==> src/sv/match_inlier_counter_macros.svh <==
// ---------------------------------------------------------------------------
// match_inlier_counter_macros : assertion macros
// Shorthand for the concurrent checks of the inlier counter, clocked on clk
// and held off while rst_n is low.
// ---------------------------------------------------------------------------
`ifndef MATCH_INLIER_COUNTER_MACROS_SVH
`define MATCH_INLIER_COUNTER_MACROS_SVH

// Same-cycle implication
`define MIC_ASSERT_IMP(lbl, ant, cons) \
  lbl: assert property (@(posedge clk) disable iff (!rst_n) (ant) |-> (cons)) \
    else $error("match_inlier_counter: same-cycle check failed");

// Next-cycle implication
`define MIC_ASSERT_NXT(lbl, ant, cons) \
  lbl: assert property (@(posedge clk) disable iff (!rst_n) (ant) |=> (cons)) \
    else $error("match_inlier_counter: next-cycle check failed");

`endif

==> src/sv/mic_pkg.sv <==
// ---------------------------------------------------------------------------
// mic_pkg : shared types and constants of the match inlier counter
// Widths of the datapath, register indexes, reset values, sequencer states
// and the control group of the shared multiply-accumulate unit.
// ---------------------------------------------------------------------------
`timescale 1ns / 1ps

package mic_pkg;

  // Datapath widths
  localparam int ACC_W   = 40;   // accumulator, holds every sum of two products
  localparam int MUL_A_W = 20;   // signed A operand: coordinate, extent*8 or px/py
  localparam int MUL_B_W = 17;   // signed B operand: scale, cosine or sine
  localparam int PROD_W  = MUL_A_W + MUL_B_W;
  localparam int PX_W    = 20;   // centred canvas coordinate
  localparam int SCORE_W = 16;
  localparam int CFG_AW  = 3;

  localparam int KEYPOINTS_DEF = 1024;

  localparam logic [SCORE_W-1:0] SCORE_MAX = '1;

  // Fraction bits removed after placing and after rotating
  localparam logic [4:0] FRAC_PLACE = 5'd16;
  localparam logic [4:0] FRAC_ROT   = 5'd14;

  // |matched - 16*rotated| below this gives an integer offset of at most one,
  // which is a squared distance below four
  localparam logic signed [ACC_W-1:0] NEAR_LIM = 40'sd32;

  // Register indexes
  typedef enum logic [CFG_AW-1:0] {
    CFG_SCALE  = 3'd0,
    CFG_COS    = 3'd1,
    CFG_SIN    = 3'd2,
    CFG_CENTER = 3'd3,
    CFG_WIDTH  = 3'd4,
    CFG_HEIGHT = 3'd5
  } cfg_reg_t;

  // Reset values
  localparam logic [15:0]        SCALE_RST  = 16'd4096;
  localparam logic signed [15:0] COS_RST    = 16'sd16384;
  localparam logic signed [15:0] SIN_RST    = 16'sd0;
  localparam logic [12:0]        CENTER_RST = 13'd0;
  localparam logic [12:0]        WIDTH_RST  = 13'd640;
  localparam logic [12:0]        HEIGHT_RST = 13'd480;

  // Sequencer states
  typedef enum logic [2:0] {
    ST_CLEAR,
    ST_IDLE,
    ST_MUL,
    ST_ACC,
    ST_TAKE,
    ST_FIN,
    ST_WRITE
  } mic_state_t;

  // Control of the shared multiply-accumulate unit
  typedef struct packed {
    logic load;     // acc <= load value
    logic mul_en;   // product register <= a * b
    logic acc_en;   // acc <= acc +/- product
    logic sub;      // subtract instead of add
  } mac_ctrl_t;

  // Arithmetic shift right that rounds toward zero
  function automatic logic signed [ACC_W-1:0] trunc_shift(
    input logic signed [ACC_W-1:0] v,
    input logic [4:0]              k
  );
    logic signed [ACC_W-1:0] bias;
    logic signed [ACC_W-1:0] sum;
    bias = v[ACC_W-1] ? $signed((ACC_W'(1) << k) - ACC_W'(1)) : '0;
    sum  = v + bias;
    return sum >>> k;
  endfunction

endpackage

==> src/sv/mic_mac.sv <==
// ---------------------------------------------------------------------------
// mic_mac : shared multiply-accumulate unit
// One signed multiplier with a product register, followed by an add or
// subtract into a wide accumulator that can be preloaded.
// ---------------------------------------------------------------------------
`timescale 1ns / 1ps

module mic_mac
  import mic_pkg::*;
(
  input  logic                       clk,
  input  mac_ctrl_t                  ctrl,
  input  logic signed [ACC_W-1:0]    load_val,
  input  logic signed [MUL_A_W-1:0]  op_a,
  input  logic signed [MUL_B_W-1:0]  op_b,
  output logic signed [ACC_W-1:0]    acc
);

  logic signed [PROD_W-1:0] prod_r;
  logic signed [ACC_W-1:0]  acc_r;
  logic signed [ACC_W-1:0]  prod_ext;

  assign prod_ext = ACC_W'(prod_r);
  assign acc      = acc_r;

  // Multiply into the product register
  always_ff @(posedge clk) begin
    if (ctrl.mul_en) begin
      prod_r <= op_a * op_b;
    end
  end

  // Preload or accumulate
  always_ff @(posedge clk) begin
    if (ctrl.load) begin
      acc_r <= load_val;
    end else if (ctrl.acc_en) begin
      acc_r <= ctrl.sub ? (acc_r - prod_ext) : (acc_r + prod_ext);
    end
  end

endmodule

==> config.mk <==
export PLATFORM = sky130hd
export DESIGN_NAME = mic_mac
export DESIGN_NICKNAME = d
export VERILOG_FILES = /design/src/sv/match_inlier_counter_macros.svh /design/src/sv/mic_pkg.sv /design/src/sv/mic_mac.sv
export SDC_FILE = /design/constraint.sdc
export NUM_CORES = 1
export LEC_CHECK = 0
export ABC_AREA = 1
export BUFFER_PORTS_ARGS = -buffer_cell sky130_fd_sc_hd__buf_4
export CORE_MARGIN = 3
export CORE_UTILIZATION = 35
export DETAILED_ROUTE_END_ITERATION = 10
export GPL_ROUTABILITY_DRIVEN = 0
export SETUP_SLACK_MARGIN = 0.02
export SLEW_MARGIN = 5
export SYNTH_ARGS = -nofsm -noshare
export SYNTH_HDL_FRONTEND = slang
export SYNTH_SLANG_ARGS = --single-unit
==> constraint.sdc <==
create_clock -name clk -period 15.5 [get_ports clk]
set_clock_uncertainty 0.05 [all_clocks]
set_input_delay 4.65 -clock clk [delete_from_list [all_inputs] [get_ports clk]]
set_output_delay 4.65 -clock clk [all_outputs]
set_load 0.05 [all_outputs]
### Word-level counts from Yosys, hierarchy flattened

Cells that the tools add are included.

| operators by class | value |
|---|---|
| add/subtract/negate cells | 2 |
| multiply operators | 1 |
| muxes and demuxes | 3 |
| reduce and logical (&&, ||, !) cells | 1 |

Operator list:

| operator | count |
|---|---|
| 40-bit 2-to-1 mux | 3 |
| 40-bit by 37-bit adder with 40-bit output | 1 |
| 40-bit by 37-bit subtractor with 40-bit output | 1 |
| 20-bit by 17-bit multiplier with 37-bit output | 1 |
| 2-bit nonzero test | 1 |

| word-level totals | value |
|---|---|
| bits in registers | 77 |
| input port bits | 82 |
| output and inout bits | 40 |
| word-level logic and storage cells | 9 |

### Longest topological paths before layout

Gate-level depths: netlist of the first run.

| depth | value |
|---|---|
| depth after elaboration | 4 |
| gate-level depth with buffers | 27 |
| gate-level depth less buffers | 25 |

### Worst setup path after synthesis of the first run

Ideal clock, no wire load.

| timing path | value |
|---|---|
| path kind | input-to-reg |
| start point | input port op_a[19] |
| end point | register prod_r[36], data pin |
| setup time | 0.252 ns |
| arrival time | 9.742 ns |
| required time | 15.198 ns |
| path slack | 5.456 ns |
| stages | 21 |
| path buffers | 2 |
| cell sequence | clkbuf_1 -> clkbuf_1 -> nand2_1 -> inv_1 -> fa_1 -> fa_1 -> fa_1 -> fa_1 -> fa_1 -> inv_1 -> fa_1 -> inv_1 -> ha_1 -> a21oi_1 -> o21ai_0 -> a21oi_1 -> o21ai_0 -> a21oi_1 -> inv_1 -> nand2_1 -> nand2_1 |

| on the way | value |
|---|---|
| word-level cells in the longest chain between the ends | 1 |

RTL lines:

| item | line | RTL |
|---|---|---|
| from (decl) | mic_mac.sv:14 | `input logic signed [MUL_A_W-1:0] op_a,` |
| 20-bit by 17-bit multiplier with 37-bit output | mic_mac.sv:29 | `prod_r <= op_a * op_b;` |
| to (signal assigned) | mic_mac.sv:29 |  |
| to (decl) | mic_mac.sv:19 | `logic signed [PROD_W-1:0] prod_r;` |

Every way passes these cells.
A chain may end at the register's enable or synchronous reset.

### Final worst setup path of the first run

| timing path | value |
|---|---|
| start point | input port op_b[16] |
| end point | register prod_r[23], data pin |

| on the way | value |
|---|---|
| word-level cells in the longest chain between the ends | 1 |

RTL lines:

| item | line | RTL |
|---|---|---|
| from (decl) | mic_mac.sv:15 | `input logic signed [MUL_B_W-1:0] op_b,` |
| 20-bit by 17-bit multiplier with 37-bit output | mic_mac.sv:29 |  |

Every way passes these cells.

==> metrics.txt, run 1 <==
status finished, final reports clean; synth warn 0; area occupied by multi-input gates 14,800 sq um; WHS Path Cells 2; top cells by count, synth nand2_1 (746), inv_1 (715), fa_1 (342); RSZ-0062 raised after global routing no; register bit total from synthesis 77; Die X 246 microns; vias in the first global route 16,924; CP max FO 21; critical setup path kind in2reg; WP data arrival 10,040 ps; post-cts sizing count 0; share of layout cells above drive strength 1 7.70%; Die Y 246 microns; Clock Tree Buf Depth 2; Synth area leaders fa_1 (34%), nand2_1 (14%), inv_1 (13%), edfxtp_1 (11%), ha_1 (8.1%); FF-to-FF Start prod_r[0]; synth unique cells 46; TritonCTS Sinks 77; core area 56,600 sq um; router iterations before antenna repair 5; R2R Setup Slk 11,720 ps; Setup TNS 0 ps; mean post-synth cell area 7.41 sq um; number of flops mapped to enable cells by yosys 77; maxcap violations 0; Slew HR 32.3%; FILL cells 6,026; fin crit share 64.4%; number of cells on the critical path 22; Fin. Hold Viols 0; CP endpoint kind flip-flop; H-tree depth 3; initial antenna violation count 0; largest family of logic cells by synthesized area adder cells; Cell Rows 87; post-synthesis adder-cell area fraction 42.2%; CTS tree done; top-count cell post-synth nand2_1; Slew Limit Fails 0; syn nets 3,270; ys flop type edfxtp_1; Layout Area Growth over Synthesis 9.24%; PortBufs 121; ANT cells 0; worst hold path type reg2reg; post-synthesis mux area share 0%; crit start category input pin; root buf cell clkbuf_16; top cell type's share of synthesized area 34.0%; Post-CTS Hold Buffers 0; Iter 0 DRT Violations 907; max incr delay on CP 560 ps; achievable frequency 100 MHz; synthesized area 20,100 sq um; number of setup violations in the final report 0; Post-Syn Instances 2,715; wire per inst 15.6 microns; Seq/Total Area, Yosys 11.5%; crit-path leading delay family adder cells; Detail Route Antenna Nets 0; Vias/cell 4.67; Worst R2R Path Depth 18; CP Data Required Time 15,560 ps; Total Routing Usage GR 18.5%; Initial Util 35.6%; worst-skew pair later-pin latency 360 ps; nets@finish 3,317; first-pass GRT wire length 89,100 microns; FF/Latch Area 2310 sq um; number of I/O pins 122; Setup crit end prod_r[23]; setup bufs post-CTS 0; dominant cell type by area after synthesis fa_1; reg2reg end acc[39]; detailed placer's ending HPWL 46,400 microns; grt total ovfl 0; ys async rst share 0%; die area 60,400 sq um; worst-path cell chain buf_4, inv_1, or2_2, fa_1, fa_1, inv_1, fa_1, fa_1, fa_1, inv_1, fa_1, inv_1, ha_1, a21o_1, a31oi_1, o21ai_0, inv_1, nand2_1, nand2_1, nand2_1, nand2_1, nand2_1; CP most frequent cell fa_1; clk slew on worst S/H paths 70 ps; critical path buffer and inverter count 6; wirelength, routed 55,000 microns; Worst-Margin Slew 1020 ps; min Tclk post-route 9980 ps; critical path launch point op_b[16]; via count 16,441; DRC 0; Synth Area in Compound Gates 5.54%; Post-Synth Simple-Gate Area 22.5%; Crit-path slowest cell inv_1; total CTS buffers 9; Synth Area in XOR/XNOR 3.18%; largest net degree at the start of global routing 49
-- logic make-up after synthesis --
group | after synthesis
and+or+nand+nor | 1095
buffers and inverters | 811
adders and majority gates | 473
AOI/OAI and AO/OA | 186
DFF | 77
xor gates and xnor gates | 73
-- cell type report --
class | count | share of cell area (%)
inverter | 725 | 12.4
tap | 756 | 4.30
sequential | 77 | 10.5
multi-input combinational | 1827 | 67.2
timing repair buffer | 122 | 4.16
clock inverter | 7 | 0.444
clock buffer | 9 | 1.02
-- layout by cell type (no fill, tap or decap), types with 10 or more instances in the layout --
cell type / n
fa_1: 342
nand2_2: 12
or2_2: 12
buf_4: 122
nor2_1: 161
ha_1: 131
edfxtp_1: 77
a21oi_1: 78
inv_1: 715
o21ai_0: 43
o21bai_1: 10
nand3_1: 88
xnor2_1: 27
xor2_1: 46
nand2_1: 746
nand4_1: 19
nand3b_1: 11
-- per-stage QoR --
| stage | hold slack, ps | utilization [%] | area, sq um | std cells | setup slack [ps] |
|---|---|---|---|---|---|
| floorplan | 624 | - | 20100 | 2715 | 5460 |
| global placement | 720 | 38.3 | 21700 | 3507 | 5240 |
| detailed placement | 735 | 38.3 | 21700 | 3507 | 5150 |
| CTS | 747 | 38.9 | 22000 | 3523 | 5530 |
| global route | 823 | 38.9 | 22000 | 3523 | 5130 |
| finish | 744 | 38.9 | 22000 | 3523 | 5520 |
-- flip-flops by register name, summed over array words and instances (netlist names) --
name    flops
acc        40
prod_r     37
-- how the worst min path moves through the flow --
stage | from | end
final | prod_r[0] | acc[0]
after floorplan | prod_r[0] | acc[0]
after global placement | acc[1] | acc[1]
after detailed placement | acc[1] | acc[1]
after global routing | acc[1] | acc[1]
after CTS | prod_r[0] | acc[0]
-- layer usage --
metal	up-vias	GRT usage [%]	share of wire, %
met5	-	0	0
met4	0	4.08	1.8
met3	64	1.59	5.3
met2	451	32.6	48
met1	7892	24.8	45
li1	8034	-	-
-- worst min-delay path: stages, from the launching register on --
cell and delay (ps):
edfxtp_1 410, ha_1 140, o21ai_0 70
Power of run 1 is left out: the tool's default activity adds up to more than one toggle a clock period on the data nets, which glitch-free logic cannot reach.
==> run 2, diff against run 1 <==
==> constraint.sdc (replaced) <==
create_clock -name clk -period 9.25 [get_ports clk]
set_clock_uncertainty 0.05 [all_clocks]
set_input_delay 2.775 -clock clk [delete_from_list [all_inputs] [get_ports clk]]
set_output_delay 2.775 -clock clk [all_outputs]
set_load 0.05 [all_outputs]
==> metrics.txt, run 2 (same netlist as run 1, synthesis figures left out) <==
status finished, final reports clean; R2R Setup Slk 5430 ps; wire per inst 15.5 microns; RSZ-0062 raised after global routing no; DRC 0; Worst R2R Path Depth 18; largest net degree at the start of global routing 49; worst hold path type reg2reg; nets@finish 3,319; total CTS buffers 9; reg2reg end acc[39]; min Tclk post-route 7990 ps; Initial Util 35.6%; Slew Limit Fails 0; Fin. Hold Viols 0; initial antenna violation count 1; clk slew on worst S/H paths 60 ps; share of layout cells above drive strength 1 7.69%; most frequent cells in the layout nand2_1 (746), inv_1 (715), fa_1 (342); CP endpoint kind flip-flop; post-cts sizing count 0; placed cell count 3,509; Die Y 246 microns; Final Non-Filler Cells 3,525; fin crit share 86.4%; H-tree depth 3; Hold Slack 735 ps; TritonCTS Sinks 77; core area 56,600 sq um; Setup Slack @ Placement 862 ps; WHS Path Cells 2; Iter 0 DRT Violations 885; die area 60,400 sq um; Slew HR 33.1%; final worst setup slack 1260 ps; CP max FO 20; maxcap violations 0; register with the most flip-flops acc; detailed placer's ending HPWL 46,100 microns; Setup TNS 0 ps; FF-to-FF Start prod_r[0]; WP data arrival 8060 ps; CTS tree done; Layout Area Growth over Synthesis 9.16%; number of setup violations in the final report 0; setup bufs post-CTS 0; area occupied by multi-input gates 14,800 sq um; Vias/cell 4.63; Total Routing Usage GR 18.6%; Post-CTS Hold Buffers 0; Die X 246 microns; grt total ovfl 0; hold_sp prod_r[0]; Worst-Margin Slew 1000 ps; first-pass GRT wire length 89,400 microns; critical setup path kind in2reg; top flop regs acc x40, prod_r x37; number of I/O pins 122; vias in the first global route 17,096; Detail Route Antenna Nets 0; crit start category input pin; commonest non-fill, non-tap cell in the layout nand2_1; Hold Crit Endpoint acc[0]; via count 16,324; achievable frequency 125 MHz; Cell Rows 87; worst-skew pair later-pin latency 360 ps; FILL cells 6,007; root buf cell clkbuf_16; ANT cells 0; router iterations before antenna repair 5; CP Data Required Time 9320 ps; flip-flop count of the largest register after layout 40; wirelength, routed 54,700 microns; FF/Latch Area 2310 sq um; Clock Tree Buf Depth 2; PortBufs 121
[run 2: cell types whose count changed in the layout (fill, tap and decap cells not counted)]
cell        delta
buf_4          +2
clkinv_1       +2
clkinvlp_4     -2
bufinv_16      -1
clkinv_2       +1
[run 2: worst max-delay path: stages]
cell and delay [ps]:
buf_4 270, nand2_1 150, inv_1 130, fa_1 510, fa_1 790, fa_1 520, fa_1 510, fa_1 490
inv_1 50, fa_1 470, inv_1 40, ha_1 330, a21oi_1 210, o21ai_0 140, a21oi_1 220, o21ai_0 100
a21oi_1 180, inv_1 60, nand2_1 60, nand2_1 50
[run 2: cell type report]
class / instances / area share [%]
Multi-Input combinational cell: 1827 / 67.2
Inverter: 725 / 12.4
Sequential cell: 77 / 10.5
Tap cell: 756 / 4.30
Timing Repair Buffer: 124 / 4.24
Clock buffer: 9 / 1.02
Clock inverter: 7 / 0.296
[run 2: worst max path at each step]
| stage | to | cells after the start | startpoint |
|---|---|---|---|
| floorplan | prod_r[36] | 21 | op_a[19] |
| global placement | prod_r[36] | 21 | op_b[16] |
| detailed placement | prod_r[36] | 20 | op_b[2] |
| CTS | prod_r[36] | 20 | op_b[2] |
| global route | prod_r[36] | 20 | op_b[5] |
| finish | prod_r[36] | 20 | op_b[2] |
[run 2: per-layer routing]
metal | vias to the layer above | global-route usage, % | wire [microns]
met4 | 0 | 3.63 | 886
met1 | 7794 | 24.6 | 24400
met5 | - | 0 | 0
li1 | 8048 | - | -
met3 | 64 | 2.54 | 3070
met2 | 418 | 32.7 | 26300
[run 2: through the flow]
step / utilization, % / instance area (sq um)
after floorplan: - / 20100
after global placement: 38.3 / 21700
after detailed placement: 38.3 / 21700
after CTS: 38.8 / 22000
after global routing: 38.8 / 22000
final: 38.8 / 22000
Power of run 2 is left out for the same reason.
==> run 3, diff against run 2 <==
--- a/config.mk
+++ b/config.mk
@@ -11,8 +11,10 @@
 export CORE_UTILIZATION = 35
 export DETAILED_ROUTE_END_ITERATION = 10
 export GPL_ROUTABILITY_DRIVEN = 0
+export MAX_ROUTING_LAYER = met4
 export SETUP_SLACK_MARGIN = 0.02
 export SLEW_MARGIN = 5
 export SYNTH_ARGS = -nofsm -noshare
 export SYNTH_HDL_FRONTEND = slang
 export SYNTH_SLANG_ARGS = --single-unit
+export TNS_END_PERCENT = 10
==> metrics.txt, run 3 (same netlist as run 1, synthesis figures left out) <==
status finished, final reports clean; clk slew on worst S/H paths 60 ps; M2 GR Usage 32.7%; Clock Tree Buf Depth 2; Detail Route Antenna Nets 0; CP most frequent cell fa_1; number of setup violations in the final report 0; crit start category input pin; Crit-path slowest cell fa_1; max incr delay on CP 520 ps; largest net degree at the start of global routing 49; min Tclk post-route 8010 ps; maxcap violations 0; first-pass GRT wire length 89,400 microns; Initial Util 35.6%; Die Y 246 microns; CP endpoint kind flip-flop; M3 GR Usage 2.49%; register with the most flip-flops acc; H-tree depth 3; top flop regs acc x40, prod_r x37; Layout Area Growth over Synthesis 9.17%; core area 56,600 sq um; vias in the first global route 17,084; Worst-Margin Slew 1000 ps; root buf cell clkbuf_16; setup bufs post-CTS 0; critical setup path kind in2reg; worst hold path type reg2reg; FILL cells 6,006; achievable frequency 125 MHz; Fin. Hold Viols 0; flip-flop count of the largest register after layout 40; Slew HR 33.2%; Total Routing Usage GR 19.2%; DRC 0; worst-path cell chain buf_4, inv_1, buf_4, nor2_1, fa_1, fa_1, fa_1, fa_1, fa_1, inv_1, fa_1, inv_1, ha_1, a21oi_1, o21ai_0, a21oi_1, nand2_1, a21oi_1, inv_1, nand2_1, nand2_1; commonest non-fill, non-tap cell in the layout nand2_1; CP max FO 11; worst-skew pair later-pin latency 360 ps; Slew Limit Fails 0; share of layout cells above drive strength 1 7.69%; Setup TNS 0 ps; Cell Rows 87; M1 GR Usage 24.6%; gr busiest metal met2; most frequent cells in the layout nand2_1 (746), inv_1 (715), fa_1 (342); post-cts sizing count 0; wire per inst 15.5 microns; via count 16,324; WP data arrival 8070 ps; FF/Latch Area 2310 sq um; TritonCTS Sinks 77; nets@finish 3,319; fin crit share 86.6%; crit-path leading delay family adder cells; total CTS buffers 9; area occupied by multi-input gates 14,800 sq um; CP Data Required Time 9310 ps; number of I/O pins 122; Post-CTS Hold Buffers 0; grt total ovfl 0; wirelength, routed 54,800 microns; initial antenna violation count 1; PortBufs 121; CTS tree done; critical path buffer and inverter count 6; router iterations before antenna repair 8; detailed placer's ending HPWL 46,100 microns; Die X 246 microns; Iter 0 DRT Violations 894; die area 60,400 sq um; RSZ-0062 raised after global routing no; Vias/cell 4.63
## run 3: changes by cell type in the layout (fill, tap and decap cells not counted)
cell	delta
diode_2	+1
## run 3: path summary, 6_finish.rpt
check,to,startpoint,slack [ps],depth (start not counted)
worst min-delay path,acc[0],prod_r[0],730,2
worst min register to register,acc[0],prod_r[0],730,2
worst max register to register,acc[39],prod_r[0],5420,18
worst max-delay path,prod_r[36],op_b[16],1240,21
## run 3: final cells by class
type | instances | share of cell area [%]
clock buffers | 9 | 1.02
flip-flops and latches | 77 | 10.5
inverters | 725 | 12.4
multi-input cells | 1827 | 67.2
well taps | 756 | 4.30
clock inverters | 7 | 0.296
repair buffers | 124 | 4.24
diodes | 1 | 0.0114
## run 3: routing by layer
layer / vias to the layer above / part of all wire, %
li1: 8048 / -
met5: - / 0
met1: 7762 / 44
met3: 70 / 5.8
met2: 444 / 48
met4: 0 / 1.7
## run 3: stage by stage
step / cells / area (sq um) / setup WS (ps) / hold WS (ps) / utilization, %
after floorplan: 2715 / 20100 / 1080 / 624 / -
after global placement: 3509 / 21700 / 877 / 720 / 38.3
after detailed placement: 3509 / 21700 / 862 / 721 / 38.3
after CTS: 3525 / 22000 / 1240 / 736 / 38.8
after global routing: 3526 / 22000 / 799 / 806 / 38.8
final: 3526 / 22000 / 1240 / 731 / 38.8
## run 3: tightest hold or removal path: cells and delay by family, from the launching register on
| family | cells | cell delay, ps |
|---|---|---|
| AOI/OAI and AO/OA | 1 | 70 |
| adders and majority gates | 1 | 140 |
| DFF | 1 | 400 |
Power of run 3 is left out for the same reason.
